## src/hdl/rdz_pkg.sv

```systemverilog
// ----------------------------------------------------------------------------
// rdz_pkg
// Shared constants for the radial dead zone rescaler.
// ----------------------------------------------------------------------------
`default_nettype none

package rdz_pkg;

  // fraction bits kept below the magnitude
  localparam int GUARD_BITS = 8;

  // configuration register indexes
  typedef enum logic [0:0] {
    REG_INNER = 1'b0,
    REG_OUTER = 1'b1
  } cfg_reg_t;

endpackage

`default_nettype wire

```

## src/hdl/rdz_sqrt.sv

```systemverilog
// ----------------------------------------------------------------------------
// rdz_sqrt
// Pipelined integer square root, one root bit per stage, with sideband.
// ----------------------------------------------------------------------------
`default_nettype none

module rdz_sqrt #(
  parameter int RW = 24,
  parameter int SW = 1
) (
  input  wire logic              clk,
  input  wire logic              rst_n,
  input  wire logic              en,
  input  wire logic              in_valid,
  input  wire logic [2*RW-1:0]   in_val,
  input  wire logic [SW-1:0]     in_side,
  output logic                   out_valid,
  output logic [RW-1:0]          out_root,
  output logic [SW-1:0]          out_side
);
  import rdz_pkg::*;

  logic [RW+1:0]   rem_r  [RW];
  logic [RW-1:0]   root_r [RW];
  logic [2*RW-1:0] val_r  [RW];
  logic [SW-1:0]   side_r [RW];
  logic            vld_r  [RW];

  for (genvar i = 0; i < RW; i++) begin : g_stage
    logic [RW+1:0]   p_rem;
    logic [RW-1:0]   p_root;
    logic [2*RW-1:0] p_val;
    logic [SW-1:0]   p_side;
    logic            p_vld;
    logic [RW+3:0]   r2;
    logic [RW+3:0]   trial;
    logic            ge;

    if (i == 0) begin : g_first
      assign p_rem  = '0;
      assign p_root = '0;
      assign p_val  = in_val;
      assign p_side = in_side;
      assign p_vld  = in_valid;
    end else begin : g_next
      assign p_rem  = rem_r[i-1];
      assign p_root = root_r[i-1];
      assign p_val  = val_r[i-1];
      assign p_side = side_r[i-1];
      assign p_vld  = vld_r[i-1];
    end

    assign r2    = {p_rem, p_val[2*RW-1 -: 2]};
    assign trial = {2'b00, p_root, 2'b01};
    assign ge    = (r2 >= trial);

    always_ff @(posedge clk) begin
      if (!rst_n) begin
        vld_r[i] <= 1'b0;
      end else if (en) begin
        vld_r[i] <= p_vld;
      end
    end

    always_ff @(posedge clk) begin
      if (en) begin
        rem_r[i]  <= ge ? (RW+2)'(r2 - trial) : (RW+2)'(r2);
        root_r[i] <= {p_root[RW-2:0], ge};
        val_r[i]  <= {p_val[2*RW-3:0], 2'b00};
        side_r[i] <= p_side;
      end
    end
  end

  assign out_valid = vld_r[RW-1];
  assign out_root  = root_r[RW-1];
  assign out_side  = side_r[RW-1];

endmodule

`default_nettype wire

```

## config.mk

```make
export PLATFORM = sky130hd
export DESIGN_NAME = rdz_sqrt
export DESIGN_NICKNAME = d
export VERILOG_FILES = /design/src/hdl/rdz_pkg.sv /design/src/hdl/rdz_sqrt.sv
export SDC_FILE = /design/constraint.sdc
export NUM_CORES = 2
export LEC_CHECK = 0
export BUFFER_PORTS_ARGS = -buffer_cell sky130_fd_sc_hd__buf_2
export CAP_MARGIN = 20
export CORE_ASPECT_RATIO = 0.75
export CORE_MARGIN = 4
export CORE_UTILIZATION = 68
export CTS_CLUSTER_DIAMETER = 200
export DETAILED_ROUTE_END_ITERATION = 8
export GPL_ROUTABILITY_DRIVEN = 0
export MAX_ROUTING_LAYER = met4
export PLACE_DENSITY = 0.94
export SYNTH_ARGS = -nofsm -noshare
export SYNTH_HDL_FRONTEND = slang
export SYNTH_SLANG_ARGS = --single-unit
```

## constraint.sdc

```tcl
create_clock -name clk -period 10.25 [get_ports clk]
set_input_delay 0 -clock clk [delete_from_list [all_inputs] [get_ports clk]]
set_output_delay 0 -clock clk [all_outputs]
set_load 0.02 [all_outputs]
```

### Word level (Yosys, flattened, before mapping)

Memory sizes are Yosys's and may differ from the RTL's.
Index checks and enable logic that the tools add are counted.

* output and inout bits: 26
* input port bits: 53
* register bits: 0
* memory bits (writable): 2352
* word-level logic and storage cells: 130
* memories kept: 5

Memory list
* val_r: words 24, width 46, read ports 23, clocked after Yosys merged registers in 0, write ports 24, line rdz_sqrt.sv:25 `logic [2*RW-1:0] val_r [RW];`
* rem_r: words 24, width 26, read ports 23, clocked after Yosys merged registers in 0, write ports 24, line rdz_sqrt.sv:23 `logic [RW+1:0] rem_r [RW];`
* root_r: words 24, width 24, read ports 24, clocked after Yosys merged registers in 0, write ports 24, line rdz_sqrt.sv:24 `logic [RW-1:0] root_r [RW];`
* side_r: words 24, width 1, read ports 24, clocked after Yosys merged registers in 0, write ports 24, line rdz_sqrt.sv:26 `logic [SW-1:0] side_r [RW];`
* vld_r: words 24, width 1, read ports 24, clocked after Yosys merged registers in 0, write ports 24, line rdz_sqrt.sv:27 `logic vld_r [RW];`

* add/subtract/negate cells: 24
* multiplexer cells: 53
* bitwise gates (word level): 24
* order comparisons: 24

Operators by type and width (number)
* $ge 28x26->1: 23
* $mux 26: 24
* $sub 26x26->26: 23
* $mux 1: 29
* $or 1x1->1: 24
* $sub 2x1->3 const B: 1
* $ge 2x1->1 const B: 1

### Logic depth before layout (Yosys ltp)

* depth in word-level cells: 4
* depth in mapped cells: 14

### Worst setup path after synthesis

Ideal clock, no wire load.

* kind: register -> register
* start: mem rem_r[0][57] (netlist bit)
* end: mem rem_r[0][102] (netlist bit), data pin
* library setup time: 0.273 ns
* stages on the path, launching flop included: 11
* data required time: 9.977 ns
* data arrival time: 3.218 ns
* slack: 6.759 ns
* path through: edfxtp_1 -> or4_4 -> or4_4 -> or3_4 -> nor4_1 -> nand3_1 -> or4_4 -> buf_6 -> nand3_4 -> nor4b_1 -> xor2_1

RTL lines (line)
* from (decl): rdz_sqrt.sv:23

==> flow_metrics.py <==
metrics = {
    "sta": {
        "period_share_pct": 46.2,
        "fin_worst_skew_ns": 0.0485,
        "fin_tns_setup_ns": 0,
        "timing.fmax_ghz": 0.211,
        "finalSetupViolCount": 0,
        "final-hold-violation-count": 0,
        "period_needed_ns": 4.74,
        "hold_slack_ns": 0.0261,
        "tightestPinTransition_ns": 1.17,
        "slew_viol_final": 0,
        "slew_headroom_pct": 22.3,
        "setup_ws_ns": 5.51,
        "rsz0062_at_grt": "false",
    },
    "cells_and_area": {
        "layout-drive-gt1-share_pct": 7.24,
        "fin_cells": 6688,
        "final_common_cell": "edfxtp_1",
        "final_cell_mix": "edfxtp_1 (1,462), inv_1 (407), nand2_1 (349)",
        "fin_area_um2": 74000,
        "final_nets": 5654,
        "final_util_pct": 77.0,
        "syn_to_final_growth_pct": 11.5,
    },
    "critical_path": {
        "critical_path.max_stage_delay_ns": 0.70,
        "critPathLaunchType": "register",
        "path_buf_inv": 2,
        "cp-end-kind": "register",
        "crit_slowest_cell": "and3_1",
        "cpMostUsedCell": "o21a_1",
        "crit_chain": "inv_1 -> ha_1 -> nor2b_1 -> o21ai_0 -> a21oi_1 -> o21a_1 -> o21a_1 -> o21ai_1 -> and3_1 -> clkinv_1 -> and4b_1 -> xor2_1",
        "cp_max_fo": 13,
        "critPathKind": "reg2reg",
        "required_ns": 10.77,
        "cp_top_family": "compound AO/OA/AOI/OAI gates",
        "arrival_ns": 5.26,
    },
    "synth": {
        "ys_warn_count": 0,
        "synthesis.area_um2": 66400,
        "syn_nets": 5383,
        "ys_async_sr_fraction_pct": 0,
        "ys_seq_elements": 1463,
        "ys_types": 77,
        "synthFlopType": "edfxtp_1",
        "synth_edf_count": 1462,
        "synthCells": 5004,
        "ys_seq_area_share_pct": 66.2,
        "synth.avg_cell_area_um2": 13.3,
    },
    "floorplanning": {
        "io_pins": 79,
        "dieArea_um2": 103000,
        "initial_core_util_pct": 69.1,
        "die_w_um": 369,
        "core_region_area_um2": 96100,
        "die_height_um": 279,
        "fp-row-count": 98,
    },
    "power": {
        "p_per_area_nw_per_um2": 216,
        "leakagePower_nw": 28.7,
        "finalPower_mw": 16.0,
        "ir_drop_mv": 0.258,
    },
    "drt": {
        "firstDrtPassIters": 7,
        "ant_nets": 0,
        "wirelength_mm": 160,
        "wl_met1_mm": 57.7,
        "drc": 0,
        "wire_per_inst_um": 23.9,
        "vias": 44600,
        "dr_wl_met3_mm": 20.4,
        "vias_per_cell": 6.67,
        "drt_iter0_markers": 7323,
        "wl_met2_mm": 74.3,
        "highest_layer": "met4",
    },
    "clock_network": {
        "numCtsBuffers": 135,
        "cts_tree": "done",
        "path_clk_slew_ns": 0.07,
        "cts_resized": 0,
        "ctsRootBufferMaster": "clkbuf_16",
        "hold_buffers": 100,
        "cts_buffer_depth": 3,
        "ctsHtreeMaxLevel": 4,
        "clock-sinks": 1463,
        "clk_latency_ns": 0.78,
        "post-cts-setup-buffer-count": 0,
    },
    "placed_design": {
        "postPlaceCellArea_um2": 68400,
        "io_buffers": 78,
        "place_ws_ns": 6.09,
        "placedCellCount": 6335,
        "dp_hpwl_mm": 91.1,
    },
    "run_status": {
        "status": "finished, final reports clean",
    },
    "grt": {
        "grt_max_degree": 207,
        "grt_pass1_vias": 43800,
        "grt_pass1_wl_mm": 248,
        "antenna_found_initial": 3,
        "grt_overflow": 0,
        "track_usage_pct": 31.6,
    },
    "flow_run": {
        "drv_cap": 0,
    },
    "worst_hold_path": {
        "hp-class": "in2reg",
    },
}
-- worst register-to-register path: stages, from the launching register on --
cell and delay [ns]:
edfxtp_1 0.48, inv_1 0.10, ha_1 0.36, nor2b_1 0.25
o21ai_0 0.33, a21oi_1 0.18, o21a_1 0.23, o21a_1 0.20
o21ai_1 0.52, and3_1 0.71, clkinv_1 0.54, and4b_1 0.40
xor2_1 0.17
-- routing by layer --
layer	vias up	GRT usage, %
li1	19000	-
met1	21000	40.6
met2	3754	48.8
met3	802	7.84
met4	0	13.2
met5	-	-
-- flip-flops by register name (all words and copies together), names as in the netlist --
name    flops
root_r    300
side_r     24
val_r     552
vld_r      24
rem_r     563
-- cell usage after synthesis, types with 9 or more instances --
library cell	n	area, µm²
nand3_1	79	395
xnor2_1	213	1870
inv_1	407	1530
and3_1	54	338
nor2b_1	48	300
or4_1	23	173
nand3b_1	17	128
nand2_1	349	1310
and2_1	16	100
a31oi_1	31	194
o21ai_0	252	1260
nor3_1	129	646
nor2_1	293	1100
nand4_1	40	250
xor2_1	234	2050
mux2_2	32	360
or3_1	53	332
nor4_1	75	469
clkbuf_1	72	270
o21bai_1	17	128
mux2i_1	9	90.1
a21boi_0	12	90.1
o211ai_1	12	90.1
o21a_1	65	488
a21o_1	112	841
ha_1	326	4080
o31ai_1	40	300
or2_2	28	175
edfxtp_1	1462	43900
a21oi_1	288	1440
nand2b_1	65	407
nor3b_1	9	67.6
a211oi_1	14	105
-- kinds of logic (layout without fill, tap and decap cells) --
kind of cell,count (synthesis),after routing,synth area share [%]
AO/OA/AOI/OAI,930,930,8.58
XOR/XNOR,447,447,5.90
adder cells (fa/ha/maj),326,326,6.14
buffers and inverters,486,867,2.76
flip-flops,1463,1463,66.2
multiplexers,41,41,0.678
other,1,4,0.00565
AND/OR/NAND/NOR,1310,1310,9.79
-- worst paths after layout --
check                                     from       endpoint  slack, ns  depth (start not counted)
worst max-delay path            root_r[0][120]  rem_r[0][168]       5.51                         12
worst min-delay path                 in_val[9]    val_r[0][9]       0.03                          2
worst min register to register    val_r[1][79]  val_r[1][127]       0.41                          0
worst max register to register  root_r[0][120]  rem_r[0][168]       5.51                         12
-- layout make-up --
type | count | area (µm²)
diodes | 3 | 7.51
clock buffers | 161 | 3510
clock inverters | 86 | 1050
fillers | 4823 | 22100
inverters | 410 | 1540
multi-input cells | 3055 | 20700
flip-flops and latches | 1463 | 43900
well taps | 1300 | 1630
repair buffers | 210 | 1710
-- power by group --
| group | internal (mW) | switching [mW] |
|---|---|---|
| Combinational | 1.11 | 1.67 |
| Sequential | 7.46 | 0.459 |
| Clock | 2.90 | 2.40 |
| Total | 11.5 | 4.53 |
Power figures use the tool's default switching activity.
