===== config.mk =====
export PLATFORM = sky130hd
export DESIGN_NAME = rdz_div
export DESIGN_NICKNAME = d
export VERILOG_FILES = /design/src/hdl/rdz_pkg.sv /design/src/hdl/rdz_div.sv
export SDC_FILE = /design/constraint.sdc
export NUM_CORES = 2
export LEC_CHECK = 0
export ABC_CLOCK_PERIOD_IN_PS = 4600
export BUFFER_PORTS_ARGS = -buffer_cell sky130_fd_sc_hd__clkbuf_2
export CAP_MARGIN = 40
export CORE_UTILIZATION = 35
export CTS_CLUSTER_DIAMETER = 120
export DETAILED_ROUTE_END_ITERATION = 6
export GPL_TIMING_DRIVEN = 0
export PLACE_DENSITY = 0.58
export SLEW_MARGIN = 20
export SYNTH_ARGS = -nofsm -noshare
export SYNTH_HDL_FRONTEND = slang
export SYNTH_SLANG_ARGS = --single-unit

===== constraint.sdc =====
create_clock -name clk -period 4.6 [get_ports clk]
set_input_delay 0.69 -clock clk [delete_from_list [all_inputs] [get_ports clk]]
set_output_delay 0.69 -clock clk [all_outputs]
set_load 0.01 [all_outputs]

===== src/hdl/rdz_pkg.sv =====
// ----------------------------------------------------------------------------
// rdz_pkg
// Shared constants for the radial dead zone rescaler.
// ----------------------------------------------------------------------------
`default_nettype none

package rdz_pkg;

  // fraction bits kept below the magnitude
  localparam int GUARD_BITS = 8;

  // configuration register indexes
  typedef enum logic [0:0] {
    REG_INNER = 1'b0,
    REG_OUTER = 1'b1
  } cfg_reg_t;

endpackage

`default_nettype wire


===== src/hdl/rdz_div.sv =====
// ----------------------------------------------------------------------------
// rdz_div
// Pipelined restoring divider, one quotient bit per stage, with sideband.
// Quotient must fit in QW bits.
// ----------------------------------------------------------------------------
`default_nettype none

module rdz_div #(
  parameter int NW = 41,
  parameter int DW = 25,
  parameter int QW = 16,
  parameter int SW = 1
) (
  input  wire logic           clk,
  input  wire logic           rst_n,
  input  wire logic           en,
  input  wire logic           in_valid,
  input  wire logic [NW-1:0]  in_num,
  input  wire logic [DW-1:0]  in_den,
  input  wire logic [SW-1:0]  in_side,
  output logic                out_valid,
  output logic [QW-1:0]       out_quot,
  output logic [SW-1:0]       out_side
);
  import rdz_pkg::*;

  logic [DW-1:0] rem_r  [QW];
  logic [DW-1:0] den_r  [QW];
  logic [QW-1:0] lo_r   [QW];
  logic [QW-1:0] quot_r [QW];
  logic [SW-1:0] side_r [QW];
  logic          vld_r  [QW];

  for (genvar i = 0; i < QW; i++) begin : g_stage
    logic [DW-1:0] p_rem;
    logic [DW-1:0] p_den;
    logic [QW-1:0] p_lo;
    logic [QW-1:0] p_quot;
    logic [SW-1:0] p_side;
    logic          p_vld;
    logic [DW:0]   r2;
    logic          ge;

    if (i == 0) begin : g_first
      assign p_rem  = DW'(in_num >> QW);
      assign p_den  = in_den;
      assign p_lo   = in_num[QW-1:0];
      assign p_quot = '0;
      assign p_side = in_side;
      assign p_vld  = in_valid;
    end else begin : g_next
      assign p_rem  = rem_r[i-1];
      assign p_den  = den_r[i-1];
      assign p_lo   = lo_r[i-1];
      assign p_quot = quot_r[i-1];
      assign p_side = side_r[i-1];
      assign p_vld  = vld_r[i-1];
    end

    assign r2 = {p_rem, p_lo[QW-1]};
    assign ge = (r2 >= {1'b0, p_den});

    always_ff @(posedge clk) begin
      if (!rst_n) begin
        vld_r[i] <= 1'b0;
      end else if (en) begin
        vld_r[i] <= p_vld;
      end
    end

    always_ff @(posedge clk) begin
      if (en) begin
        rem_r[i]  <= ge ? DW'(r2 - {1'b0, p_den}) : DW'(r2);
        den_r[i]  <= p_den;
        lo_r[i]   <= {p_lo[QW-2:0], 1'b0};
        quot_r[i] <= {p_quot[QW-2:0], ge};
        side_r[i] <= p_side;
      end
    end
  end

  assign out_valid = vld_r[QW-1];
  assign out_quot  = quot_r[QW-1];
  assign out_side  = side_r[QW-1];

endmodule

`default_nettype wire

## Yosys cells after proc, flatten, opt, wreduce, memory -nomap -nowiden

Memory sizes are Yosys's and may differ from the RTL's.
Index checks and enable logic that the tools add are counted.

- Add/sub/neg operators: 16
- Multipliers: 0
- Divide/modulo/power cells: 0
- Magnitude comparators: 16
- Equal/unequal tests: 0
- Shift operators: 0
- Muxes and demuxes: 37
- Bitwise gates (word level): 16
- Reductions and logical operators: 0

Operator list:

| cell | count |
|---|---|
| 26-bit by 25-bit >= comparator with 1-bit output | 16 |
| 25-bit 2-to-1 mux | 16 |
| 25-bit subtractor | 16 |
| 1-bit 2-to-1 mux | 21 |
| 1-bit OR | 16 |

- Bits in registers: 0
- Bits in latches: 0
- Memory bits (writable): 1,328
- Memory bits (read-only): 0
- Bits of input ports: 71
- Output and inout bits: 18
- Memories kept: 6

Memory list:

| name | words | width | rd ports | clocked after memory_dff | write ports | RTL line | text |
|---|---|---|---|---|---|---|---|
| den_r | 16 | 25 | 15 | 0 | 16 | rdz_div.sv:28 | `logic [DW-1:0] den_r [QW];` |
| rem_r | 16 | 25 | 15 | 0 | 16 | rdz_div.sv:27 | `logic [DW-1:0] rem_r [QW];` |
| quot_r | 16 | 16 | 16 | 0 | 16 | rdz_div.sv:30 | `logic [QW-1:0] quot_r [QW];` |
| lo_r | 16 | 15 | 15 | 0 | 16 | rdz_div.sv:29 | `logic [QW-1:0] lo_r [QW];` |
| side_r | 16 | 1 | 16 | 0 | 16 | rdz_div.sv:31 | `logic [SW-1:0] side_r [QW];` |
| vld_r | 16 | 1 | 16 | 0 | 16 | rdz_div.sv:32 | `logic vld_r [QW];` |

## Logic depth before layout (Yosys ltp)

- Depth after elaboration: 4
- Mapped depth: 16
- Depth with buffers taken out: 14

## Worst setup path before layout

Ideal clock, no wire load.

- Kind: register -> register
- Start point: mem lo_r[3][14] in the netlist's numbering
- End point: mem rem_r[4][16] (data pin)
- Setup time: 262 ps
- Arrival time: 3,511 ps
- Data required time: 4,338 ps
- Path slack: 827 ps
- Cell stages (with the launch flop): 15
- Path buffers: 1
- Clock period less this slack: 3,773 ps
- Cell sequence: edfxtp_1 -> inv_1 -> ha_1 -> inv_1 -> fa_1 -> a211oi_1 -> o21bai_1 -> a21o_1 -> o41a_1 -> o221a_1 -> o21a_1 -> a311o_1 -> a41oi_4 -> buf_6 -> mux2_1

RTL lines:

| item | RTL line |
|---|---|
| start: declaration | rdz_div.sv:29 |
| end: declaration | rdz_div.sv:27 |

==> metrics.csv <==
stage;metric;value;unit
setup_path;timing.critical_path.arrival;4.92;ns
synth;synth.yosys.seq_area_share;0.562;
floorplanning;design.die.area;160000;um^2
setup_path;max_stage_delay;0.42;ns
setup_path;cell_breakdown_of_the_critical_path;inv_1 -> ha_1 -> inv_1 -> fa_1 -> a211oi_1 -> o21ai_0 -> a31oi_1 -> o21ai_0 -> a221o_1 -> a31oi_2 -> o41ai_2 -> buf_4 -> clkbuf_1 -> nor2_1 -> a21oi_1;
timing;unrepaired_setup_endpoints_after_global_routing;no;
placement;numPlacedInstances;6824;
setup_path;worst_setup_path_end_kind;flop;
timing;final.setup.worst_slack;0.140;ns
timing;timing_hold_violations_final;0;
drt;via_per_inst;4.97;
synth;synth-edff-count;1037;
global_routing;grt_max_degree;94;
floorplanning;dieWidth;400;um
floorplanning;dieHeight;400;um
placement;dp_hpwl;86900;um
floorplanning;std_cell_rows;145;
synth;synthesis.yosys.warnings;0;
floorplanning;coreArea;157000;um^2
global_routing;gr-total-overflow;0;
setup_path;critPathSlowestCell;edfxtp_1;
drt;ant_nets;0;
global_routing;number_of_antenna_violations_at_the_first_check_in_global_routing;0;
worst_hold_path;min-delay-start;in_num[2];
setup_path;worst_path_fanout_max;10;
setup_path;worst_setup_path_start_kind;flop;
clock_tree;worst_path_clk_slew;0.06;ns
synth;synth.cell_area;55500;um^2
clock_tree;clockRootBuffer;clkbuf_16;
drt;drt-pass1-iter-count;5;
timing;period_minus_slack;4.46;ns
synth;async_flop_share;0;
synth;synthDistinctLibCells;83;
timing;final-max-slew-violation-count;0;
clock_tree;cts_inserted_buffers;118;
floorplanning;floorplan.initialDensity;0.354;
drt;drt_wl_total;114000;um
timing;worstMarginPinSlew;0.847;ns
setup_path;critPathTopFamily;compound AO/OA/AOI/OAI gates;
global_routing;total_global_routing_track_utilization;0.140;
drt;drt_iter0_drc;1583;
synth;synthesis.instances;4656;
setup_path;critical_path.startpoint;lo_r[5][14];
layout;antenna_cells;0;
clock_tree;cts_max_path_buffers;3;
layout;area_growth;13.1;%
drt;vias;34900;
setup_path;setup.reg_to_reg.worst_slack;0.14;ns
clock_tree;maximum_level_of_the_cts_h_tree;3;
power;power_leakage;0.0250;uW
drt;drt_drc_violations_left;0;
clock_tree;cts_tree;built;
synth;postSynthNetCount;5142;
synth;post_synthesis_area_per_instance;11.9;um^2
layout;nNetsFinal;5376;
clock_tree;cts.sinks;1038;
clock_tree;clock_insertion_delay_worst_skew;0.75;ns
setup_path;timing.setup.critical_path_class;reg2reg;
layout;drive_above_1_share;0.101;
timing;maxSlewHeadroom;0.435;
power;power-per-cell-area;672;nW/um^2
drt;post_drt_wl_per_cell;16.2;um
floorplanning;ios;89;
worst_hold_path;min-delay-path-class;in2reg;
layout;post-route-util;0.400;
synth;yosys_register_bits;1038;
power;peakVddDrop;0.000387;V
outcome;run_status;finished, final reports clean;
setup_path;critPathRequiredTime;5.06;ns
global_routing;vias_in_the_first_global_route;35700;
timing;finalClockSkew;0.0702;ns
timing;period_share;0.970;
layout;post_layout_nonfiller_instances;7032;
synth;postSynth.topFlopCell;edfxtp_1;
timing;setup-violations-final;0;
setup_path;worstReg2RegStart;lo_r[5][14];
placement;place_congestion;0.898;
setup_path;worstPathBufferInverterCount;4;
placement;pre_cts_ws;-0.590;ns
job;cap_violations;0;
global_routing;global_route_wire_length_before_repair;179000;um
placement;io_buffer_count;88;
timing;fmaxAchievable;0.224;GHz
layout;fillerInstances;14900;
-- metal layers --
metal	part of all wire	wire [um]	global-route usage
met3	0.033	3740	0.0223
met1	0.36	40600	0.130
met5	0	0	0
met2	0.55	62400	0.279
met4	0.061	6980	0.0885
-- synth_stat cells (44+ instances only) --
cell type	number	share of area
ha_1	400	0.090
o21a_1	66	0.0089
clkbuf_1	69	0.0047
nor3_1	59	0.0053
nand4_1	54	0.0061
nand2b_1	48	0.0054
nor2_1	303	0.021
nor2b_1	44	0.0050
o21ai_0	215	0.019
xnor2_1	203	0.032
nand3_1	71	0.0064
xor2_1	97	0.015
and3_1	53	0.0060
edfxtp_1	1037	0.56
a21o_1	158	0.021
nand2_1	213	0.014
o21bai_1	46	0.0062
inv_1	506	0.034
a21oi_1	412	0.037
mux2_2	162	0.033
-- report_power, final --
| group | switching, uW | internal (uW) |
|---|---|---|
| Combinational | 10300 | 8110 |
| Clock | 3740 | 5190 |
| Sequential | 1090 | 13700 |
-- final timing paths --
check                                     to  cells after the start
worst max-delay path            rem_r[6][18]                     15
worst min-delay path              lo_r[0][2]                      1
worst min register to register   lo_r[5][10]                      0
worst max register to register  rem_r[6][18]                     15
-- sequential cells by signal, summed over array words and instances, names as in the netlist --
signal / cells
den_r: 375
rem_r: 375
quot_r: 136
lo_r: 120
side_r: 16
vld_r: 16
-- cells in the final DEF (no fill, tap or decap), drive strengths merged, types with 15 or more instances in the layout --
cell type,instances
nand2b,48
or3,17
ha,400
and3,53
clkbuf,304
mux2,180
clkinv,42
a211oi,41
nand2,213
edfxtp,1037
a31oi,29
fa,15
o21bai,46
inv,507
o21ai,219
nor4,16
o21a,66
a21boi,16
o211ai,18
xnor2,203
nand3,71
nor2,303
nand4,54
xor2,97
nor3,59
buf,51
a21o,158
nor2b,44
o31ai,23
a221oi,15
a21oi,412
and2,22
-- logic make-up after synthesis --
kind of cell               count (synthesis)  synth area share
adders and majority gates                415            0.0957
AOI/OAI and AO/OA                       1170             0.134
buffers and inverters                    598            0.0412
muxes                                    191            0.0385
DFF                                     1038             0.562
and+or+nand+nor                          944            0.0816
xor gates and xnor gates                 300            0.0474
-- timing repair --
action,4_1_cts,5_1_grt
gates cloned,0,0
pin swaps,1,5
setup buffers,0,6
endpoints found under the setup margin,109,159
resized for setup,13,17
hold buffers,0,0
-- per-stage QoR --
| stage | hold slack [ns] | total power, uW | TNS (ns) | cell area [um^2] |
|---|---|---|---|---|
| global route | 0.0560 | 45100 | 0 | 62700 |
| detailed placement | 0.405 | 33200 | -16.29 | 58900 |
| CTS | 0.0300 | 42500 | 0 | 62600 |
| finish | 0.116 | 42200 | 0 | 62700 |
| global placement | 0.401 | 33300 | - | 58500 |
| floorplan | 0.400 | 28500 | 0 | 55500 |
-- worst register-to-register path, cell delays in order (launching register included) --
cell	delay, ns
edfxtp_1	0.42
inv_1	0.08
ha_1	0.16
inv_1	0.06
fa_1	0.42
a211oi_1	0.36
o21ai_0	0.23
a31oi_1	0.42
o21ai_0	0.30
a221o_1	0.42
a31oi_2	0.42
o41ai_2	0.18
buf_4	0.22
clkbuf_1	0.31
nor2_1	0.19
a21oi_1	0.06
-- cell type report --
class	count	area [um^2]	area share
sequential	1038	31200	0.497
inverter	507	1900	0.0303
timing repair buffer	117	928	0.0148
buffer	88	384	0.00612
multi-input combinational	3020	22100	0.353
clock inverter	54	597	0.00951
clock buffer	150	3070	0.0490
tap	2058	2570	0.0410
No activity file was read; power rests on OpenSTA's default activity.
